File: src/rtl/core/sof_pkg.sv
// Shared types and codes for the start-of-frame / length / checksum deframer.
// Used by the front and back modules and the top level.
`default_nettype none
package sof_pkg;
	// Ring size in bytes; the 10-bit positions on the ports are sized for it.
	localparam int DEPTH = 1024;

	typedef enum logic [1:0] {
		OP_STORE = 2'd0,
		OP_FIND  = 2'd1,
		OP_READ  = 2'd2,
		OP_NONE  = 2'd3
	} opcode_t;

	typedef enum logic [2:0] {
		ST_STORED  = 3'd0,
		ST_DROPPED = 3'd1,
		ST_FOUND   = 3'd2,
		ST_NOFRAME = 3'd3,
		ST_READ    = 3'd4
	} status_t;

	typedef enum logic [2:0] {
		BK_IDLE,
		BK_TAG,
		BK_LEN0,
		BK_LEN1,
		BK_SUM,
		BK_READ,
		BK_DONE
	} back_state_t;

	// One classified command between the front and the back.
	typedef struct packed {
		opcode_t     op;
		logic [7:0]  data;
		logic [15:0] index;
	} cmd_t;
endpackage
`default_nettype wire

File: src/rtl/core/sof_front.sv
// Front part: accepts commands, drops opcode 3, and queues the rest.
// Depends on sof_pkg.
`default_nettype none
module sof_front #(
	parameter int QDEPTH = 2
) (
	input  wire              clk,
	input  wire              arst_n,
	input  wire              push,
	output logic             full,
	input  wire [1:0]        opcode,
	input  wire [7:0]        data_byte,
	input  wire [15:0]       index,
	output sof_pkg::cmd_t    cmd,
	output logic             cmd_valid,
	input  wire              cmd_take
);
	import sof_pkg::*;
	localparam int PW = $clog2(QDEPTH);

	cmd_t           q_mem [QDEPTH];
	logic [PW-1:0]  wr_q, rd_q;
	logic [PW:0]    cnt_q;
	logic           put;

	assign full      = (cnt_q == (PW+1)'(QDEPTH));
	assign put       = push && !full && (opcode != OP_NONE);
	assign cmd_valid = (cnt_q != '0);
	assign cmd       = q_mem[rd_q];

	always_ff @(posedge clk) begin
		if (put) q_mem[wr_q] <= '{op: opcode_t'(opcode), data: data_byte, index: index};
	end

	always_ff @(posedge clk or negedge arst_n) begin
		if (!arst_n) begin
			wr_q <= '0; rd_q <= '0; cnt_q <= '0;
		end else begin
			if (put) wr_q <= (wr_q == PW'(QDEPTH-1)) ? '0 : wr_q + 1'b1;
			if (cmd_take) rd_q <= (rd_q == PW'(QDEPTH-1)) ? '0 : rd_q + 1'b1;
			cnt_q <= cnt_q + (PW+1)'(put) - (PW+1)'(cmd_take);
		end
	end

	assert property (@(posedge clk) disable iff (!arst_n) cmd_take |-> cmd_valid)
		else $error("take from empty command queue");
	assert property (@(posedge clk) disable iff (!arst_n) cnt_q <= (PW+1)'(QDEPTH))
		else $error("command queue overflow");
	assert property (@(posedge clk) disable iff (!arst_n)
		(put && !cmd_take) |=> cmd_valid)
		else $error("queued command lost");
endmodule
`default_nettype wire

File: config.mk
export PLATFORM = sky130hd
export DESIGN_NAME = sof_front
export DESIGN_NICKNAME = d
export VERILOG_FILES = /design/src/rtl/core/sof_pkg.sv /design/src/rtl/core/sof_front.sv
export SDC_FILE = /design/constraint.sdc
export NUM_CORES = 1
export LEC_CHECK = 0
export BUFFER_PORTS_ARGS = -buffer_cell sky130_fd_sc_hd__buf_2
export CORE_AREA = 4 4 69 71
export DETAILED_ROUTE_END_ITERATION = 10
export DIE_AREA = 0 0 73 75
export PLACE_DENSITY = 0.8
export SYNTH_ARGS = -nofsm -noshare
export SYNTH_HDL_FRONTEND = slang
export SYNTH_SLANG_ARGS = --single-unit
export TNS_END_PERCENT = 1
File: constraint.sdc
create_clock -name clk -period 3.54 [get_ports clk]
set_input_delay 0.177 -clock clk [delete_from_list [all_inputs] [get_ports clk]]
set_output_delay 0.177 -clock clk [all_outputs]
set_load 0.05 [all_outputs]
==> summary.txt <==
Timing
  • Final number of setup-violating endpoints: 0
  • Slew Viols, Final: 0
  • Fmax: 528 MHz
  • Slew margin rel.: 0.727
  • Final hold violations: 0
  • Final period util: 0.535
  • Final worst slack: roughly 1.6 ns
  • Slew @ Worst Pin: a little over 0.4 ns
  • Total negative slack: 0 ns
  • Final Skew: approximately 0.0061 ns
  • RSZ-0062 raised after global routing: no
  • Fin crit period: roughly 1.9 ns

Detailed routing
  • 1st-iter DRT viols: 39
  • Vias per std cell: 4.88
  • Routed WL per cell: roughly 15 um
  • Drt pass-1 iters: 3
  • Antenna-violating nets left: 0
  • Vias: 1053
  • Total Wirelength: roughly 3.2 mm
  • # DRC: 0

Setup path
  • FF-to-FF setup slack: 1.88 ns
  • Setup crit end kind: primary output
  • Critical path type: reg2out
  • Startpoint types: flop
  • Critical path arrival: 1.72 ns
  • CP max FO: 24
  • Worst Path Required: 3.36 ns

Logic synthesis
  • Gate Count Post-Synth: 99
  • Number of synthesized register bits: 56
  • YS warnings: 0
  • Count of different cell masters after synthesis: 15
  • Sequential cell area fraction in the yosys report: 0.759
  • Average size of a mapped cell: approximately 22 sq um
  • Syn Nets: 131
  • Post-Syn Area: 2190 sq um

Final layout
  • Most frequent cells in the layout: buf_2, edfxtp_1, mux2_4
  • Multi-input gate area: 474 sq um
  • Final #Nets: around 200
  • Layout area overhead: 19.1%
  • Register area: 1660 sq um
  • Commonest non-fill, non-tap cell in the layout: buf_2
  • # diodes: 0
  • Util after Layout: 0.616
  • Fillers: around 330
  • Layout cells sized above 1: 0.591
  • Layout Cells excl Fill: 216

Place
  • Final GP Congestion: 0.639
  • PortBufs: 57
  • Dpl ws: 1.89 ns
  • Hpwl dp: around 2.4 mm
  • Placed insts: about 210

Clocking
  • Clk buf depth: 2
  • CTS tree: done
  • Post-cts gate resize count: 0
  • H-tree levels: 2
  • Clock transition at path regs: 0.09 ns
  • Sink Count: between 50 and 60
  • Num CTS Buffers: 5
  • Skew-Pair Late Insertion Delay: approximately 0.3 ns
  • Clock root buffer: clkbuf_8

Floorplanning
  • Core area: around 4200 sq um
  • Initial Utilization: 0.517
  • Die W: about 73 um
  • DIE HEIGHT: 75 um
  • Site row count: 24
  • IO Count: 58
  • Die ar.: around 5500 sq um

Power and ir drop
  • Leakage: 1.05 nW
  • Cell area power density: 876 nW/um^2
  • Worst VDD drop: between 0.0004 and 0.0005 V

Run
  • Maximum Capacitance Violations: 0

Global routing
  • Initial antenna violation count: 0
  • Maximum number of pins on one net before global-route repair: 25
  • First-pass GRT wire length: 4.97 mm
  • Aggregate global routing overflow: 0
  • GRT Total Usage: 0.126
  • Vias in the first global route: around 1100

Hold path
  • Hold Crit Class: in2reg

Status
  • Outcome: finished clean
routing by layer:
layer | track usage | vias to the layer above | part of all wire | wire, um
li1 | - | 504 | - | -
met1 | 0.133 | 513 | 0.37 | 1170
met3 | 0.0334 | 5 | 0.060 | 193
met5 | 0 | - | 0 | 0
met4 | 0.0738 | 0 | 0.018 | 59
met2 | 0.226 | 31 | 0.55 | 1780
worst paths after layout:
check	from	to	cells past startpoint
max	rd_q	cmd[13]	3
min	index[12]	q_mem[1][12]	1
max reg2reg	cnt_q[1]	cnt_q[1]	7
min reg2reg	cnt_q[1]	cnt_q[1]	1
max in group asynchronous	arst_n	rd_q	2
min in group asynchronous	arst_n	cnt_q[1]	2
cell usage after synthesis:
cell	instances	area share
dfrtp_1	4	0.046
buf_6	1	0.0051
nor2_1	2	0.0034
buf_12	2	0.018
mux2_4	19	0.13
edfxtp_1	52	0.71
nand2_1	1	0.0017
xnor2_1	3	0.012
ha_1	2	0.011
nand3b_4	1	0.0091
or2_2	1	0.0029
xor2_1	1	0.0040
and2b_1	1	0.0034
inv_1	2	0.0034
mux2_2	7	0.036
power by group:
part / switching [mW] / internal, mW / leakage, nW
Sequential: 0.0446 / 0.872 / 0.526
Clock: 0.180 / 0.134 / 0.0400
Combinational: 0.711 / 0.342 / 0.489
Total: 0.936 / 1.35 / 1.05
flip-flops by register name, summed over array words and instances, names as in the netlist:
register  count
q_mem        52
cnt_q         2
rd_q          1
wr_q          1
kinds of logic (layout without fill, tap and decap cells):
kind of cell / count (synthesis) / in the layout / share of synthesized area
adders and majority gates: 2 / 2 / 0.0114
and+or+nand+nor: 6 / 6 / 0.0206
DFF: 56 / 56 / 0.759
xor gates and xnor gates: 4 / 4 / 0.0160
buffers and inverters: 5 / 70 / 0.0269
muxes: 26 / 26 / 0.166
repair_timing:
action,4_1_cts,5_1_grt
endpoints found under the hold margin,4,0
hold buffers,1,0
buffers inserted,0,0
through the flow:
step	total power, mW	hold WS (ns)	instance area (sq um)
global route	2.40	0.0388	2610
finish	2.28	0.0620	2610
global placement	1.97	-0.0127	2520
floorplan	1.85	-0.119	2190
detailed placement	2.00	-0.00440	2520
CTS	2.31	0.0491	2610
worst max-delay path, cell delays in order (launching register included):
cell     delay (ns)
dfrtp_1        0.42
buf_4          0.41
mux2_2         0.39
buf_2          0.21
cell type report:
cell class | count | share of cell area
sequential | 56 | 0.637
multi-input combinational | 38 | 0.182
timing repair buffer | 61 | 0.122
clock buffer | 5 | 0.0264
tap | 52 | 0.0250
clock inverter | 2 | 0.00480
inverter | 2 | 0.00288
(Power assumes the default switching activity.)
